===== src/iwn_pkg.sv =====
`timescale 1ns / 1ps
// ----------------------------------------------------------------------------
// ISO week number package
// Widths, month codes, inter-stage words and small helper functions shared by
// the stages of the ISO 8601 week number pipeline.
// ----------------------------------------------------------------------------
package iwn_pkg;

  // Field widths of the input and result words.
  localparam int unsigned YEAR_W  = 14;
  localparam int unsigned MONTH_W = 4;
  localparam int unsigned DAY_W   = 5;
  localparam int unsigned WEEK_W  = 6;

  // Internal widths.
  localparam int unsigned Q25_W = 10;  // year / 25 for a 14-bit year
  localparam int unsigned ORD_W = 9;   // day of year, up to 366 plus slack
  localparam int unsigned WD_W  = 3;   // weekday 0..6

  // Reciprocal of 25 for a 14-bit dividend: floor(x * 5243 / 2^17).
  localparam int unsigned RCP25_MUL = 5243;
  localparam int unsigned RCP25_SH  = 17;
  localparam int unsigned RCP25_PW  = YEAR_W + 13;

  // Reciprocal of 7 for a dividend below 512: floor(x * 293 / 2^11).
  localparam int unsigned RCP7_MUL = 293;
  localparam int unsigned RCP7_SH  = 11;
  localparam int unsigned RCP7_PW  = 18;

  // Month codes that the logic looks at.
  localparam logic [MONTH_W-1:0] MONTH_JAN = 4'd0;
  localparam logic [MONTH_W-1:0] MONTH_FEB = 4'd1;
  localparam logic [MONTH_W-1:0] MONTH_DEC = 4'd11;

  // Weekday codes of January 1 (0 is Monday) that give a 53-week year.
  localparam logic [WD_W-1:0] WD_WED = 3'd2;
  localparam logic [WD_W-1:0] WD_THU = 3'd3;

  localparam logic [WEEK_W-1:0] WEEK_ONE  = 6'd1;
  localparam logic [WEEK_W-1:0] WEEK_LAST = 6'd53;
  localparam logic [WEEK_W-1:0] WEEK_52   = 6'd52;

  // Word between the divide stage and the calendar stage.
  typedef struct packed {
    logic [YEAR_W-1:0]  year;
    logic [YEAR_W-1:0]  prev;
    logic [Q25_W-1:0]   q25_year;
    logic [Q25_W-1:0]   q25_prev;
    logic [MONTH_W-1:0] month;
    logic [DAY_W-1:0]   day;
  } div_word_t;

  // Word between the calendar stage and the week stage.
  typedef struct packed {
    logic [WD_W-1:0]  jan1;
    logic [WD_W-1:0]  ord_mod7;
    logic [ORD_W-1:0] ordinal;
    logic             leap_year;
    logic             leap_prev;
  } cal_word_t;

  // Days before the first of each month in a common year.
  function automatic logic [ORD_W-1:0] days_before(input logic [MONTH_W-1:0] m);
    logic [ORD_W-1:0] d;
    unique case (m)
      4'd0:    d = 9'd0;
      4'd1:    d = 9'd31;
      4'd2:    d = 9'd59;
      4'd3:    d = 9'd90;
      4'd4:    d = 9'd120;
      4'd5:    d = 9'd151;
      4'd6:    d = 9'd181;
      4'd7:    d = 9'd212;
      4'd8:    d = 9'd243;
      4'd9:    d = 9'd273;
      4'd10:   d = 9'd304;
      default: d = 9'd334;
    endcase
    return d;
  endfunction

  // Remainder modulo 7 of a 15-bit value: 8 is 1 mod 7, so octal digits add.
  function automatic logic [WD_W-1:0] mod7(input logic [14:0] x);
    logic [5:0] s1;
    logic [3:0] s2;
    s1 = 6'(x[2:0]) + 6'(x[5:3]) + 6'(x[8:6]) + 6'(x[11:9]) + 6'(x[14:12]);
    s2 = 4'(s1[5:3]) + 4'(s1[2:0]);
    if (s2 >= 4'd7) begin
      s2 = s2 - 4'd7;
    end
    return s2[2:0];
  endfunction

endpackage


===== src/iwn_div.sv =====
`timescale 1ns / 1ps
// ----------------------------------------------------------------------------
// ISO week number: divide stage
// Forms the previous year and divides both years by 25 through a constant
// reciprocal multiply, then registers the word for the calendar stage.
// ----------------------------------------------------------------------------
module iwn_div (
  input  logic                        clk,
  input  logic                        rst_n,
  input  logic                        in_vld,
  input  logic [iwn_pkg::YEAR_W-1:0]  year,
  input  logic [iwn_pkg::MONTH_W-1:0] month,
  input  logic [iwn_pkg::DAY_W-1:0]   day,
  output logic                        out_vld,
  output iwn_pkg::div_word_t          out_word
);

  logic [iwn_pkg::YEAR_W-1:0]    prev;
  logic [iwn_pkg::RCP25_PW-1:0]  prod_year;
  logic [iwn_pkg::RCP25_PW-1:0]  prod_prev;
  iwn_pkg::div_word_t            word_nxt;
  iwn_pkg::div_word_t            word_r;
  logic                          vld_r;

  // Year is at least one here, so the previous year never wraps.
  assign prev = year - iwn_pkg::YEAR_W'(1);

  // Exact floor division by 25 for any 14-bit value.
  assign prod_year = iwn_pkg::RCP25_PW'(year) * iwn_pkg::RCP25_PW'(iwn_pkg::RCP25_MUL);
  assign prod_prev = iwn_pkg::RCP25_PW'(prev) * iwn_pkg::RCP25_PW'(iwn_pkg::RCP25_MUL);

  always_comb begin
    word_nxt.year     = year;
    word_nxt.prev     = prev;
    word_nxt.q25_year = prod_year[iwn_pkg::RCP25_SH +: iwn_pkg::Q25_W];
    word_nxt.q25_prev = prod_prev[iwn_pkg::RCP25_SH +: iwn_pkg::Q25_W];
    word_nxt.month    = month;
    word_nxt.day      = day;
  end

  // Stage register: valid is reset, payload is not.
  always_ff @(posedge clk) begin
    if (!rst_n) begin
      vld_r <= 1'b0;
    end else begin
      vld_r <= in_vld;
    end
  end

  always_ff @(posedge clk) begin
    word_r <= word_nxt;
  end

  assign out_vld  = vld_r;
  assign out_word = word_r;

endmodule


===== src/iwn_cal.sv =====
`timescale 1ns / 1ps
// ----------------------------------------------------------------------------
// ISO week number: calendar stage
// Leap flags of the year and the year before, weekday of January 1 and the
// day of year, registered for the week stage.
// ----------------------------------------------------------------------------
module iwn_cal (
  input  logic               clk,
  input  logic               rst_n,
  input  logic               in_vld,
  input  iwn_pkg::div_word_t in_word,
  output logic               out_vld,
  output iwn_pkg::cal_word_t out_word
);

  logic [iwn_pkg::YEAR_W-1:0] m25_year;
  logic [iwn_pkg::YEAR_W-1:0] m25_prev;
  logic                       c100_year;
  logic                       c100_prev;
  logic                       leap_year;
  logic                       leap_prev;
  logic [14:0]                day_sum;
  logic [iwn_pkg::ORD_W-1:0]  ordinal;
  iwn_pkg::cal_word_t         word_nxt;
  iwn_pkg::cal_word_t         word_r;
  logic                       vld_r;

  // Remainder by 25 from the quotient; divisible by 100 is by 4 and by 25.
  assign m25_year  = in_word.year - iwn_pkg::YEAR_W'(in_word.q25_year * 5'd25);
  assign m25_prev  = in_word.prev - iwn_pkg::YEAR_W'(in_word.q25_prev * 5'd25);
  assign c100_year = (in_word.year[1:0] == 2'b00) && (m25_year[4:0] == 5'd0);
  assign c100_prev = (in_word.prev[1:0] == 2'b00) && (m25_prev[4:0] == 5'd0);

  // Leap: by 4 and not by 100, or by 400 (a century whose year/25 is by 16).
  assign leap_year = (in_word.year[1:0] == 2'b00) &&
                     (!c100_year || (in_word.q25_year[3:0] == 4'd0));
  assign leap_prev = (in_word.prev[1:0] == 2'b00) &&
                     (!c100_prev || (in_word.q25_prev[3:0] == 4'd0));

  // Days from year 1 to January 1, modulo 7; 365 is 1 mod 7.
  assign day_sum = 15'(in_word.prev) + 15'(in_word.prev[iwn_pkg::YEAR_W-1:2])
                 - 15'(in_word.q25_prev[iwn_pkg::Q25_W-1:2])
                 + 15'(in_word.q25_prev[iwn_pkg::Q25_W-1:4]);

  // Day of year, with the leap day after February.
  assign ordinal = iwn_pkg::days_before(in_word.month) + iwn_pkg::ORD_W'(in_word.day)
                 + iwn_pkg::ORD_W'(leap_year && (in_word.month > iwn_pkg::MONTH_FEB));

  always_comb begin
    word_nxt.jan1      = iwn_pkg::mod7(day_sum);
    word_nxt.ord_mod7  = iwn_pkg::mod7(15'(ordinal));
    word_nxt.ordinal   = ordinal;
    word_nxt.leap_year = leap_year;
    word_nxt.leap_prev = leap_prev;
  end

  // Stage register.
  always_ff @(posedge clk) begin
    if (!rst_n) begin
      vld_r <= 1'b0;
    end else begin
      vld_r <= in_vld;
    end
  end

  always_ff @(posedge clk) begin
    word_r <= word_nxt;
  end

  assign out_vld  = vld_r;
  assign out_word = word_r;

endmodule


===== src/iwn_week.sv =====
`timescale 1ns / 1ps
// ----------------------------------------------------------------------------
// ISO week number: week stage
// Applies the ISO week rule, folds early January back into the previous
// year and late December forward into week 1, and holds the result register.
// ----------------------------------------------------------------------------
module iwn_week (
  input  logic                       clk,
  input  logic                       rst_n,
  input  logic                       in_vld,
  input  iwn_pkg::cal_word_t         in_word,
  output logic                       out_vld,
  output logic [iwn_pkg::WEEK_W-1:0] out_week
);

  logic [iwn_pkg::WD_W-1:0]    wd0;
  logic [iwn_pkg::WD_W:0]      wd;
  logic [iwn_pkg::ORD_W-1:0]   num;
  logic [iwn_pkg::RCP7_PW-1:0] prod;
  logic [iwn_pkg::WEEK_W-1:0]  wk;
  logic [iwn_pkg::WD_W-1:0]    prev_jan1;
  logic                        long_year;
  logic                        long_prev;
  logic [iwn_pkg::WEEK_W-1:0]  week_nxt;
  logic [iwn_pkg::WEEK_W-1:0]  week_r;
  logic                        vld_r;

  // ISO weekday of the date, 1 is Monday.
  assign wd0 = iwn_pkg::mod7(15'(in_word.jan1) + 15'(in_word.ord_mod7) + 15'd6);
  assign wd  = {1'b0, wd0} + 4'd1;

  // Week = (ordinal + 10 - weekday) / 7, through a reciprocal multiply.
  assign num  = in_word.ordinal + 9'd10 - 9'(wd);
  assign prod = iwn_pkg::RCP7_PW'(num) * iwn_pkg::RCP7_PW'(iwn_pkg::RCP7_MUL);
  assign wk   = prod[iwn_pkg::RCP7_SH +: iwn_pkg::WEEK_W];

  // January 1 of the previous year steps back by its length modulo 7.
  assign prev_jan1 = iwn_pkg::mod7(15'(in_word.jan1) + (in_word.leap_prev ? 15'd5 : 15'd6));

  assign long_year = (in_word.jan1 == iwn_pkg::WD_THU) ||
                     (in_word.leap_year && (in_word.jan1 == iwn_pkg::WD_WED));
  assign long_prev = (prev_jan1 == iwn_pkg::WD_THU) ||
                     (in_word.leap_prev && (prev_jan1 == iwn_pkg::WD_WED));

  // Week zero belongs to the prior year; past the last week is week 1.
  always_comb begin
    priority if (wk == '0) begin
      week_nxt = long_prev ? iwn_pkg::WEEK_LAST : iwn_pkg::WEEK_52;
    end else if (wk > (long_year ? iwn_pkg::WEEK_LAST : iwn_pkg::WEEK_52)) begin
      week_nxt = iwn_pkg::WEEK_ONE;
    end else begin
      week_nxt = wk;
    end
  end

  // Result register.
  always_ff @(posedge clk) begin
    if (!rst_n) begin
      vld_r <= 1'b0;
    end else begin
      vld_r <= in_vld;
    end
  end

  always_ff @(posedge clk) begin
    week_r <= week_nxt;
  end

  assign out_vld  = vld_r;
  assign out_week = week_r;

endmodule


===== src/iso_week_number.sv =====
`timescale 1ns / 1ps
// ----------------------------------------------------------------------------
// ISO 8601 week number
// A date word (year, zero-based month, day) enters when start is high and
// busy is low; busy stays low, so a date can be given every clock cycle.
// Each date produces one result word: out_week with out_valid high for one
// cycle. The pipeline is an input register, a divide-by-25 stage, a calendar
// stage and the result register, taking one word per cycle at full rate.
// Years are clamped to 1..YEAR_MAX and months above December read as
// December; the day is not checked against the month length.
// The receiver cannot stall: a result word is shown for exactly one cycle.
// A synchronous reset (rst_n low) clears all valid flags, dropping any dates
// in flight; no results appear until new dates are started.
// ----------------------------------------------------------------------------
module iso_week_number #(
  parameter int unsigned YEAR_MAX = 9999
) (
  input  logic                        clk,
  input  logic                        rst_n,
  input  logic                        start,
  output logic                        busy,
  input  logic [iwn_pkg::YEAR_W-1:0]  in_year,
  input  logic [iwn_pkg::MONTH_W-1:0] in_month,
  input  logic [iwn_pkg::DAY_W-1:0]   in_day,
  output logic                        out_valid,
  output logic [iwn_pkg::WEEK_W-1:0]  out_week
);

  logic                        vld_r;
  logic [iwn_pkg::YEAR_W-1:0]  year_nxt;
  logic [iwn_pkg::YEAR_W-1:0]  year_r;
  logic [iwn_pkg::MONTH_W-1:0] month_nxt;
  logic [iwn_pkg::MONTH_W-1:0] month_r;
  logic [iwn_pkg::DAY_W-1:0]   day_r;
  logic                        div_vld;
  iwn_pkg::div_word_t          div_word;
  logic                        cal_vld;
  iwn_pkg::cal_word_t          cal_word;

  assign busy = 1'b0;

  // Clamp the year and month on the way into the input register.
  always_comb begin
    priority if (in_year == '0) begin
      year_nxt = iwn_pkg::YEAR_W'(1);
    end else if (32'(in_year) > YEAR_MAX) begin
      year_nxt = iwn_pkg::YEAR_W'(YEAR_MAX);
    end else begin
      year_nxt = in_year;
    end
    month_nxt = (in_month > iwn_pkg::MONTH_DEC) ? iwn_pkg::MONTH_DEC : in_month;
  end

  // Input register.
  always_ff @(posedge clk) begin
    if (!rst_n) begin
      vld_r <= 1'b0;
    end else begin
      vld_r <= start && !busy;
    end
  end

  always_ff @(posedge clk) begin
    year_r  <= year_nxt;
    month_r <= month_nxt;
    day_r   <= in_day;
  end

  iwn_div u_div (
    .clk      (clk),
    .rst_n    (rst_n),
    .in_vld   (vld_r),
    .year     (year_r),
    .month    (month_r),
    .day      (day_r),
    .out_vld  (div_vld),
    .out_word (div_word)
  );

  iwn_cal u_cal (
    .clk      (clk),
    .rst_n    (rst_n),
    .in_vld   (div_vld),
    .in_word  (div_word),
    .out_vld  (cal_vld),
    .out_word (cal_word)
  );

  iwn_week u_week (
    .clk      (clk),
    .rst_n    (rst_n),
    .in_vld   (cal_vld),
    .in_word  (cal_word),
    .out_vld  (out_valid),
    .out_week (out_week)
  );

endmodule


===== config.mk =====
export PLATFORM = sky130hd
export DESIGN_NAME = iso_week_number
export DESIGN_NICKNAME = d
export VERILOG_FILES = /design/src/iwn_pkg.sv /design/src/iwn_div.sv /design/src/iwn_cal.sv /design/src/iwn_week.sv /design/src/iso_week_number.sv
export SDC_FILE = /design/constraint.sdc
export NUM_CORES = 1
export LEC_CHECK = 0
export ABC_AREA = 1
export BUFFER_PORTS_ARGS = -buffer_cell sky130_fd_sc_hd__clkbuf_2
export CORE_MARGIN = 4
export CORE_UTILIZATION = 60
export DETAILED_ROUTE_END_ITERATION = 8
export PLACE_DENSITY = 0.76
export SKIP_LAST_GASP = 1
export SYNTH_ARGS = -nofsm -noshare
export SYNTH_HDL_FRONTEND = slang
export SYNTH_SLANG_ARGS = --single-unit

===== constraint.sdc =====
create_clock -name clk -period 19.9 [get_ports clk]
set_input_delay 0.995 -clock clk [delete_from_list [all_inputs] [get_ports clk]]
set_output_delay 0.995 -clock clk [all_outputs]
set_load 0.03 [all_outputs]

# Yosys cells after proc, flatten, opt, wreduce, memory -nomap -nowiden
# Memories as Yosys holds them, arrays and structs flattened. A register that Yosys moved wholly into a read port is not among the register bits.
# Cells that the tools add are included.
# word_totals
ff_bits	98
romBits	144
inputBits	26
out_inout_bits	8
wordCells	106
n_memories	1
# op_classes
n_addsub	36
n_mul	5
n_lt_le_gt_ge	8
eq_ne	4
mux	10
n_reduce_logical	22
# mem_list
memory	depth	width	rd	rd_clocked_by_memory_dff	wr	line	source
(no name shown)	16	9	1	1	0	iwn_pkg.sv:65	unique case (m)
# ops
cell	n
adder 6 x 3 -> 6 bit	10
multiplier 14 x 13 -> 27 bit (second input constant)	2
adder 3 x 3 -> 4 bit	9
multiplier 10 x 5 -> 5 bit (second input constant)	2
multiplier 9 x 9 -> 17 bit (second input constant)	1
greater-or-equal comparator 4 x 3 -> 1 bit (second input constant)	4
adder 14 x 12 -> 15 bit	1
adder 15 x 3 -> 15 bit (second input constant)	1
adder 15 x 6 -> 15 bit	1
adder 3 x 15 -> 15 bit	1
subtractor 15 x 8 -> 15 bit	1
> comparator 14 bit (second input constant)	1
zero test 14 bit	1
two-way mux 14 bit	1
subtractor 14 x 1 -> 14 bit (second input constant)	1
equality test 3 x 2 -> 1 bit (second input constant)	4
two-way mux 3 bit	4
two-way mux 6 bit	2
subtractor 3 bit (second input constant)	4
zero test 5 bit	2
subtractor 5 bit	2
adder 9 x 1 -> 9 bit	1
adder 9 x 4 -> 9 bit (second input constant)	1
adder 9 x 5 -> 9 bit	1
14 further kinds	27

# Depth between registers and ports, before layout
# Gate-level depths: netlist of the first run.
# depth
ltp_word	15
mapped_depth	48
ltp_nobuf	48

# Hierarchy
# Synthesis of the first run repeated with hierarchy kept, for this count alone.
# unflattened
hier_cells	2062
area_unflattened_um2	16388.2
# by_module_without_submodules
module	n_inst	cells_each	area_per_inst_um2	seq_area_each_um2
iwn_div	1	1138	9539.1	1161.1
iwn_cal	1	501	3663.5	360.3
iwn_week	1	342	2442.3	140.1
iso_week_number	1	81	743.2	480.5

# Worst setup path after synthesis of the first run
# No wires, ideal clock.
# synth_timing
path_kind	register to register
startpoint	reg u_cal.word_r, in the netlist u_cal.out_word[14]
endpoint	reg u_week.week_r, in the netlist u_week.out_week[1]
setup_time_ns	0.112
t_arrival_ns	7.407
t_required_ns	19.788
setup_slack_ns	12.381
path_stages_with_launch	42
n_path_buf	0
period_less_slack_ns	7.519
cell_sequence	dfxtp_1 > ha_1 > inv_1 > fa_1 > xor2_1 > ha_1 > xnor2_1 > ha_1 > fa_1 > ha_1 > ha_1 > nand2_1 > nand2_1 > mux2_2 > ha_1 > inv_1 > ha_1 > fa_1 > [... 6 more ...] > fa_1 > inv_1 > fa_1 > ha_1 > a21oi_1 > nand2_1 > inv_1 > nand2_1 > nand2_1 > nand2_1 > ha_1 > or2_2 > nand3_1 > nand3_1 > nand2_1 > nand3_2 > nand2_1 > nor2_1
# synth_between
elab_chain_len	15
word_cells_on_any_way	22
classes_between	10 x add/sub; 1 x mul; 2 x order compare; 2 x eq/ne; 4 x mux; 3 x reduce/logical
# synth_rtl
item	line	source
start: declaration	iwn_cal.sv:25	iwn_pkg::cal_word_t word_r;
start signal: assignment	iwn_cal.sv:67	word_r <= word_nxt;
adder 3 x 3 -> 4 bit	iwn_week.sv:29	assign wd0 = iwn_pkg::mod7(15'(in_word.jan1) + 15'(in_word.ord_mod7) + 15'd6);
adder 15 x 3 -> 15 bit	iwn_week.sv:29	
adder 3 x 3 -> 4 bit	iwn_pkg.sv:86	s1 = 6'(x[2:0]) + 6'(x[5:3]) + 6'(x[8:6]) + 6'(x[11:9]) + 6'(x[14:12]);
adder 6 x 3 -> 6 bit (3 in a row)	iwn_pkg.sv:86	
adder 3 x 3 -> 4 bit	iwn_pkg.sv:87	s2 = 4'(s1[5:3]) + 4'(s1[2:0]);
greater-or-equal comparator 4 x 3 -> 1 bit / subtractor 3 bit (equally long branches)	iwn_pkg.sv:88, iwn_pkg.sv:89	
two-way mux 3 bit	iwn_pkg.sv:88	if (s2 >= 4'd7) begin
adder 3 x 1 -> 4 bit	iwn_week.sv:30	assign wd = {1'b0, wd0} + 4'd1;
subtractor 9 x 4 -> 9 bit	iwn_week.sv:33	assign num = in_word.ordinal + 9'd10 - 9'(wd);
multiplier 9 x 9 -> 17 bit	iwn_week.sv:34	assign prod = iwn_pkg::RCP7_PW'(num) * iwn_pkg::RCP7_PW'(iwn_pkg::RCP7_MUL);
> comparator 6 bit	iwn_week.sv:49	end else if (wk > (long_year ? iwn_pkg::WEEK_LAST : iwn_pkg::WEEK_52)) begin
two-way mux 6 bit	iwn_week.sv:49	
two-way mux 6 bit *	iwn_week.sv:47	priority if (wk == '0) begin
end signal: assignment	iwn_week.sv:66	week_r <= week_nxt;
end: declaration	iwn_week.sv:25	logic [iwn_pkg::WEEK_W-1:0] week_r;
# Every way passes the cells marked *; elsewhere a longest branch is shown, timed or not.
# A chain may end at the register's enable or synchronous reset.

# Worst setup path after layout of the first run
# layout_timing
startpoint	reg u_cal.word_r, in the netlist u_cal.out_word[14]
endpoint	reg u_week.week_r, in the netlist u_week.out_week[3]
# The elaborated chain is that of the path after synthesis.

==> flow_metrics.tcl, run 1 <==
set metrics [dict create \
    status "completed" \
    critPathCaptureType "flop" \
    yosys_warnings 0 \
    drc_errors 0 \
    finalMaxSlewViolations 0 \
    clk_root_buffer_cell "clkbuf_16" \
    hold_viol 0 \
    synth_cell_types 48 \
    crit_arrival_ns 8.37 \
    setup-tns-final_ns 0 \
    cts_tree "yes" \
    drive_gt1_share_pct 4.453 \
    period_needed_ns 8.121 \
    clock_latency_ns 0.36 \
    grt.total_usage_pct 23.27 \
    synth_xor_area_share_pct 5.158 \
    drtIter0Drc 521 \
    dr.pass1.iters 5 \
    r2r_slack_ns 11.78 \
    use_met2_pct 39.96 \
    synth_compound_area_share_pct 5.794 \
    grt_antenna_before_repair 0 \
    max-cap-violations 0 \
    ios 34 \
    start_kind "flop" \
    timing.critical_path.mode_cell "ha_1" \
    cts_sinks 101 \
    post_synth_fa_ha_maj_area_fraction_pct 50.51 \
    final_cell_mix "inv_1, ha_1, nand2_1, fa_1, dfxtp_1" \
    finClkSkew_ns 0.01500 \
    cts_resized 0 \
    worstSetupPathType "flop to flop" \
    gp_congestion 0.9034 \
    crit_required_ns 20.15 \
    post-route-period-util_pct 40.81 \
    viasPerCell 5.213 \
    synth_area_mm2 0.01475 \
    path_delay_family "adder cells" \
    synthSimpleGateAreaFrac_pct 13.51 \
    fillers 2000 \
    numCtsBuffers 9 \
    setup_violations 0 \
    synth_ff_type "dfxtp_1" \
    synth.area.mux_share_pct 0.2290 \
    die_w_um 164.8 \
    vias 10940 \
    max_freq_ghz 0.1231 \
    hp-class "flop to flop" \
    worstMarginPinSlew_ns 1.011 \
    nets 2292 \
    max_stage_delay_ns 0.48 \
    syn-instance-count 1729 \
    cts_max_path_buffers 2 \
    ys_ff_latch 101 \
    hpwlAfterDp_mm 25.93 \
    stdcell_area_mm2 0.01562 \
    std_cell_rows 57 \
    io_buffers 32 \
    core_area_mm2 0.02425 \
    grt_pass1_vias 11100 \
    synth_edf_count 0 \
    cts_setup_buffers 0 \
    synth_top_family_by_area "adder cells" \
    synthArstFlopShare_pct 0 \
    slowest_stage "fa_1" \
    ant_nets 0 \
    wire_per_inst_um 14.10 \
    mostFrequentLayoutCell "inv_1" \
    cts_hold_buf 0 \
    cp_max_fo 5 \
    syn_avg_cell_area_um2 8.530 \
    overflow 0 \
    routed_wl_mm 29.58 \
    grt-busiest-layer "met2" \
    place_area_mm2 0.01530 \
    rsz0062_at_grt "false" \
    dieArea_mm2 0.02715 \
    relSlewSlack_pct 32.39 \
    initial_utilization_pct 60.83 \
    met3_usage_pct 3.269 \
    met1_usage_pct 30.92 \
    htreeDepth 3 \
    multi_input_area_mm2 0.01109 \
    synth_fp_nets 2252 \
    diodes 0 \
    grt_pass1_wl_mm 51.27 \
    path_buf_inv 3 \
    area_growth_pct 5.913 \
    regArea_mm2 0.002022 \
    clk_pin_slew_ns 0.08 \
    fp.dieH_um 164.8 \
    grt_max_degree 20 \
    synth-seq-area-share_pct 13.71 \
]
Yosys cell counts, drive strengths merged (4+ instances only):
master    n  area (um2)
inv     431        1618
ha      333        4167
nand2   244       945.9
fa      164        3283
dfxtp   101        2022
nor2    101       394.1
nand3    73       380.4
a21oi    66       337.8
xor2     58       508.0
o21ai    36       180.2
xnor2    28       252.8
nand4    17       106.4
nor3     11       71.32
a21o      9       67.56
a31oi     8       50.05
a21boi    7       52.55
or2       6       37.54
a211oi    5       37.54
nand3b    5       37.54
o21bai    5       41.29
o21a      4       30.03
worst register-to-register path: cells and delay by family, from the launching register on:
family / cells / cell delay [ns]
buffers and inverters: 3 / 0.22
AOI/OAI and AO/OA: 2 / 0.25
xor gates and xnor gates: 3 / 0.60
and+or+nand+nor: 18 / 1.72
muxes: 1 / 0.35
adders and majority gates: 15 / 4.51
DFF: 1 / 0.36
flip-flops by register name (all words and copies together) (netlist names), named ones only:
name             count
vld_r                1
u_week.out_vld       1
u_week.out_week      6
year_r              14
day_r                5
u_cal.out_word      17
u_cal.out_vld        1
month_r              4
u_div.out_vld        1
u_div.out_word      42
kinds of logic (layout without fill, tap and decap cells):
| family | Yosys count | in the layout |
|---|---|---|
| buffers and inverters | 434 | 479 |
| and+or+nand+nor | 460 | 460 |
| muxes | 3 | 3 |
| DFF | 101 | 101 |
| adders and majority gates | 497 | 497 |
| other | 1 | 1 |
| AOI/OAI and AO/OA | 147 | 147 |
| xor gates and xnor gates | 86 | 86 |
metal layers:
| layer | up-vias | routed length [um] |
|---|---|---|
| met5 | - | 0 |
| met4 | 0 | 612 |
| met3 | 33 | 1099 |
| met2 | 193 | 14490 |
| met1 | 5229 | 13380 |
| li1 | 5481 | - |
layout make-up:
type | count | share of cell area, %
clock inverters | 7 | 0.6167
well taps | 324 | 2.595
inverters | 431 | 10.36
repair buffers | 32 | 1.025
flip-flops and latches | 101 | 12.94
multi-input cells | 1194 | 71.02
clock buffers | 9 | 1.442
per-stage QoR:
stage          util (%)  cells  hold WS (ns)  setup slack, ns
2_1_floorplan         -   1729        0.3096            12.38
3_3_place_gp      63.10   2082        0.3110            12.09
3_5_place_dp      63.10   2082        0.3150            11.78
4_1_cts           64.42   2098        0.3334            11.77
5_1_grt           64.42   2098        0.3380            11.11
6_report          64.42   2098        0.3316            11.78
worst paths after layout:
check,startpoint,to,cells past startpoint
setup / recovery,u_cal.out_word[14]$_DFF_P_,u_week.out_week[3]$_SDFF_PP0_,42
hold / removal,day_r[2]$_DFF_P_,u_div.out_word[2]$_DFF_P_,0
setup reg to reg,u_cal.out_word[14]$_DFF_P_,u_week.out_week[3]$_SDFF_PP0_,42
hold reg to reg,day_r[2]$_DFF_P_,u_div.out_word[2]$_DFF_P_,0
Power of run 1 is not shown: default switching activity piles up to over one toggle a cycle in this logic, so the estimate is an artifact.
==> run 2: changes to the inputs <==
--- a/config.mk
+++ b/config.mk
@@ -5,7 +5,7 @@
 export SDC_FILE = /design/constraint.sdc
 export NUM_CORES = 1
 export LEC_CHECK = 0
-export ABC_AREA = 1
+export ABC_AREA = 0
 export BUFFER_PORTS_ARGS = -buffer_cell sky130_fd_sc_hd__clkbuf_2
 export CORE_MARGIN = 4
 export CORE_UTILIZATION = 60
==> constraint.sdc (replaced) <==
create_clock -name clk -period 8.1 [get_ports clk]
set_input_delay 0.405 -clock clk [delete_from_list [all_inputs] [get_ports clk]]
set_output_delay 0.405 -clock clk [all_outputs]
set_load 0.03 [all_outputs]
==> flow_metrics.tcl, run 2 <==
set metrics [dict create \
    status "complete, but fails checks" \
    violations "setup timing" \
    period_needed_ns 8.210 \
    synth-seq-area-share_pct 14.65 \
    viasPerCell 5.233 \
    nets 1994 \
    detailedPlace.worstSlack_ns -0.3013 \
    ant_nets 0 \
    critPathCaptureType "flop" \
    max-cap-violations 0 \
    post-route-period-util_pct 101.4 \
    grt_pass1_vias 9780 \
    reg2reg_depth 35 \
    synth_edf_count 0 \
    numCtsBuffers 9 \
    clock_latency_ns 0.36 \
    fp.dieH_um 159.6 \
    syn-instance-count 1391 \
    synth_ff_type "dfxtp_1" \
    synth_common_cells "inv_1, ha_1, fa_1" \
    area_growth_pct 10.27 \
    overflow 0 \
    netlist.top_cell.by_area "ha_1" \
    core_area_mm2 0.02264 \
    grt.total_usage_pct 20.58 \
    synth_fp_nets 1914 \
    timing.rr.start "u_cal.out_word[14]$_DFF_P_" \
    clk_root_buffer_cell "clkbuf_16" \
    r2r_slack_ns -0.11 \
    initial_utilization_pct 60.94 \
    synth.most_common_cell "inv_1" \
    yosysTopAreaCellShare_pct 30.20 \
    dr.pass1.iters 4 \
    yosys_warnings 0 \
    synthArstFlopShare_pct 0 \
    io_buffers 32 \
    timing.critical_path.mode_cell "ha_4" \
    syn_avg_cell_area_um2 9.919 \
    start_kind "flop" \
    gp_congestion 0.8871 \
    drive_gt1_share_pct 10.09 \
    wire_per_inst_um 14.39 \
    place_area_mm2 0.01465 \
    routed_wl_mm 25.35 \
    rsz0062_at_grt "true" \
    grt_max_degree 22 \
    synth_cell_types 65 \
    worstSetupPathType "flop to flop" \
    relSlewSlack_pct 30.35 \
    diodes 0 \
    max_freq_ghz 0.1218 \
    vias 9216 \
    synth_area_mm2 0.01380 \
    finClkSkew_ns 0.01453 \
    dieArea_mm2 0.02548 \
    clk_pin_slew_ns 0.08 \
    finalMaxSlewViolations 0 \
    cts_max_path_buffers 2 \
    htreeDepth 3 \
    cts_tree "yes" \
    ios 34 \
    crit_required_ns 8.34 \
    postLayoutSetupSlackWorst_ns -0.1099 \
    hpwlAfterDp_mm 21.91 \
    drc_errors 0 \
    whs_path_depth 1 \
    utilization_pct 67.20 \
    cts_sinks 101 \
    largest_reg_flops 42 \
    cts_hold_buf 0 \
    synth_area_leaders "ha_1, fa_1, dfxtp_1" \
    max_stage_delay_ns 0.55 \
    grt_pass1_wl_mm 43.82 \
    final_cell_mix "inv_1, ha_1, fa_1, dfxtp_1, xnor2_1" \
    stdcell_area_mm2 0.01521 \
    grt_antenna_before_repair 0 \
    worstMarginPinSlew_ns 1.037 \
    slowest_stage "fa_1" \
    std_cell_rows 55 \
    drtIter0Drc 310 \
    hp-class "input port to flop" \
    hold_viol 0 \
    mostFrequentLayoutCell "inv_1" \
    cp_max_fo 4 \
    crit_arrival_ns 8.45 \
    setup_violations 1 \
    min_from "in_day[1]" \
    ys_ff_latch 101 \
    setup-tns-final_ns -0.1099 \
    die_w_um 159.6 \
    hold_end "day_r[1]$_DFF_P_" \
    reg2reg_to "u_week.out_week[0]$_DFF_P_" \
]
## run 2: cell count changes after synthesis, sizes merged, moves of 19 or more
| cell | previous run | this run |
|---|---|---|
| xnor2 | 28 | 58 |
| nand2 | 244 | 28 |
| a21oi | 66 | 47 |
| inv | 431 | 338 |
| nand2b | 0 | 19 |
| nor2 | 101 | 43 |
| xor2 | 58 | 31 |
| nand3 | 73 | 11 |
## run 2: cell families (layout without fill, tap and decap cells)
family	count (synthesis)	in the layout	share of synthesized area, %
multiplexers	12	12	0.9069
AND/OR/NAND/NOR	177	177	6.765
other	1	1	0.02718
AO/OA/AOI/OAI	170	170	8.479
adder cells (fa/ha/maj)	497	497	53.99
flip-flops	101	101	14.65
XOR/XNOR	90	90	5.813
buffers and inverters	343	428	9.359
## run 2: layer usage
metal	GRT usage [%]	vias up	wire length [um]
met5	0	-	0
met4	5.089	0	459
met3	2.735	30	587
met2	36.36	101	12840
met1	26.89	4423	11460
li1	-	4662	-
## run 2: final cells by class
| type | count | area (um2) |
|---|---|---|
| Clock buffer | 9 | 225.2 |
| Multi-Input combinational cell | 947 | 10780 |
| Clock inverter | 7 | 81.33 |
| Inverter | 338 | 1269 |
| Fill cell | 1702 | 7427 |
| Timing Repair Buffer | 74 | 479.2 |
| Sequential cell | 101 | 2024 |
| Tap cell | 285 | 356.6 |
## run 2: worst max-delay path by stage
stage	startpoint	endpoint	slack, ns	cells after the start
after global placement	u_cal.out_word[14]$_DFF_P_	u_week.out_week[0]$_DFF_P_	-0.05	34
after detailed placement	u_cal.out_word[14]$_DFF_P_	u_week.out_week[1]$_SDFF_PP0_	-0.30	37
after global routing	u_cal.out_word[14]$_DFF_P_	u_week.out_week[0]$_DFF_P_	-0.36	39
final	u_cal.out_word[14]$_DFF_P_	u_week.out_week[0]$_DFF_P_	-0.11	35
after floorplan	u_cal.out_word[14]$_DFF_P_	u_week.out_week[0]$_DFF_P_	0.01	34
after CTS	u_cal.out_word[11]$_DFF_P_	u_week.out_week[0]$_DFF_P_	-0.25	37
## run 2: through the flow
step                      hold WS [ns]  instances
final                           0.1447       1761
after global routing            0.1278       1761
after CTS                       0.1349       1759
after detailed placement        0.3128       1738
after global placement          0.3104       1738
after floorplan                 0.3096       1391
## run 2: worst max-delay path, delay by kind of cell, from the launching register on
| kind | cells | cell delay [ns] |
|---|---|---|
| AOI/OAI and AO/OA | 7 | 1.76 |
| and+or+nand+nor | 4 | 0.72 |
| muxes | 1 | 0.33 |
| adders and majority gates | 14 | 4.12 |
| DFF | 1 | 0.35 |
| xor gates and xnor gates | 3 | 0.46 |
| buffers and inverters | 6 | 0.35 |
## run 2: what timing repair did
action,CTS,global route
pin swaps,34,31
setup buffers,6,2
gates resized for setup,11,21
setup endpoints to repair,6,6
hold endpoints to repair,0,0
Power of run 2 is left out for the same reason.
==> run 3: changes to the inputs <==
--- a/config.mk
+++ b/config.mk
@@ -6,7 +6,8 @@
 export NUM_CORES = 1
 export LEC_CHECK = 0
 export ABC_AREA = 0
-export BUFFER_PORTS_ARGS = -buffer_cell sky130_fd_sc_hd__clkbuf_2
+export BUFFER_PORTS_ARGS = -buffer_cell sky130_fd_sc_hd__buf_2
+export CAP_MARGIN = 20
 export CORE_MARGIN = 4
 export CORE_UTILIZATION = 60
 export DETAILED_ROUTE_END_ITERATION = 8
==> flow_metrics.tcl, run 3 (same netlist as run 2, synthesis figures left out) <==
set metrics [dict create \
    vias 9329 \
    dr.pass1.iters 5 \
    critPathCaptureType "flop" \
    cts_tree "yes" \
    start_kind "flop" \
    status "complete, but fails checks" \
    std_cell_rows 55 \
    cts_sinks 101 \
    grt_pass1_vias 9822 \
    period_needed_ns 8.251 \
    grt.total_usage_pct 21.09 \
    hpwlAfterDp_mm 21.71 \
    timing.critical_path.mode_cell "ha_4" \
    diodes 0 \
    place_area_mm2 0.01465 \
    post-route-period-util_pct 101.9 \
    max-cap-violations 0 \
    postLayoutSetupSlackWorst_ns -0.1507 \
    rsz0062_at_grt "true" \
    hp-class "input port to flop" \
    use_met2_pct 38.33 \
    hold_viol 0 \
    utilization_pct 67.49 \
    met1_usage_pct 26.96 \
    violations "setup timing" \
    largest_reg_flops 42 \
    drive_gt1_share_pct 10.55 \
    dieArea_mm2 0.02548 \
    area_growth_pct 10.76 \
    hold_ws_ns 0.1438 \
    max_freq_ghz 0.1212 \
    grt_max_degree 22 \
    clk_pin_slew_ns 0.08 \
    final_cell_mix "inv_1, ha_1, fa_1, dfxtp_1, xnor2_1" \
    htreeDepth 3 \
    grt_antenna_before_repair 0 \
    ios 34 \
    gp_congestion 0.8765 \
    grt-busiest-layer "met2" \
    clock_latency_ns 0.36 \
    detailedPlace.worstSlack_ns -0.3870 \
    initial_utilization_pct 60.94 \
    core_area_mm2 0.02264 \
    fp.dieH_um 159.6 \
    cp_max_fo 4 \
    nets 1996 \
    clk_root_buffer_cell "clkbuf_16" \
    setup_violations 5 \
    crit_required_ns 8.34 \
    max_stage_delay_ns 0.57 \
    drtIter0Drc 398 \
    met3_usage_pct 2.787 \
    io_buffers 32 \
    drc_errors 0 \
    worstMarginPinSlew_ns 1.025 \
    finClkSkew_ns 0.01201 \
    cts_hold_buf 0 \
    ant_nets 0 \
    routed_wl_mm 25.83 \
    relSlewSlack_pct 31.16 \
    numCtsBuffers 9 \
    die_w_um 159.6 \
    stdcell_area_mm2 0.01528 \
    overflow 0 \
    cts_max_path_buffers 2 \
    finalMaxSlewViolations 0 \
    viasPerCell 5.292 \
    worstSetupPathType "flop to flop" \
    mostFrequentLayoutCell "inv_1" \
    grt_pass1_wl_mm 44.75 \
    wire_per_inst_um 14.65 \
    crit_arrival_ns 8.49 \
    slowest_stage "fa_2" \
]
==> run 3: critical path, delay by kind of cell, from the launching register on <==
family	cells	cell delay [ns]
AO/OA/AOI/OAI	9	1.96
multiplexers	1	0.34
buffers and inverters	3	0.24
XOR/XNOR	3	0.52
adder cells (fa/ha/maj)	14	3.90
AND/OR/NAND/NOR	6	0.84
flip-flops	1	0.35
==> run 3: area by class of cell <==
class / count / area, um2
multi-input combinational: 947 / 10830
tap: 285 / 356.6
clock inverter: 7 / 83.83
inverter: 338 / 1271
fill: 1685 / 7360
timing repair buffer: 76 / 494.2
clock buffer: 9 / 225.2
sequential: 101 / 2024
==> run 3: final timing paths <==
check / startpoint / endpoint / slack, ns / cells past startpoint
hold reg to reg: day_r[1]$_DFF_P_ / u_div.out_word[1]$_DFF_P_ / 0.33 / 0
setup / recovery: u_cal.out_word[14]$_DFF_P_ / u_week.out_week[0]$_DFF_P_ / -0.15 / 36
setup reg to reg: u_cal.out_word[14]$_DFF_P_ / u_week.out_week[0]$_DFF_P_ / -0.15 / 36
hold / removal: in_day[4] / day_r[4]$_DFF_P_ / 0.14 / 1
==> run 3: per-stage QoR <==
step | instances | TNS (ns)
floorplan | 1391 | 0
global placement | 1738 | -0.1823
detailed placement | 1738 | -1.719
CTS | 1762 | -0.7849
global route | 1763 | -1.809
finish | 1763 | -0.4819
==> run 3: layer usage <==
metal	wire length, um	part of all wire [%]
met1	11380	44
met2	13420	52
met3	666	2.6
met4	365	1.4
met5	0	0
==> run 3: what timing repair did <==
action | in CTS | in global routing
pin swaps | 33 | 27
gates cloned | 0 | 0
buffers inserted | 8 | 1
gates resized for setup | 23 | 19
endpoints found under the setup margin | 6 | 6
Power of run 3 is left out for the same reason.
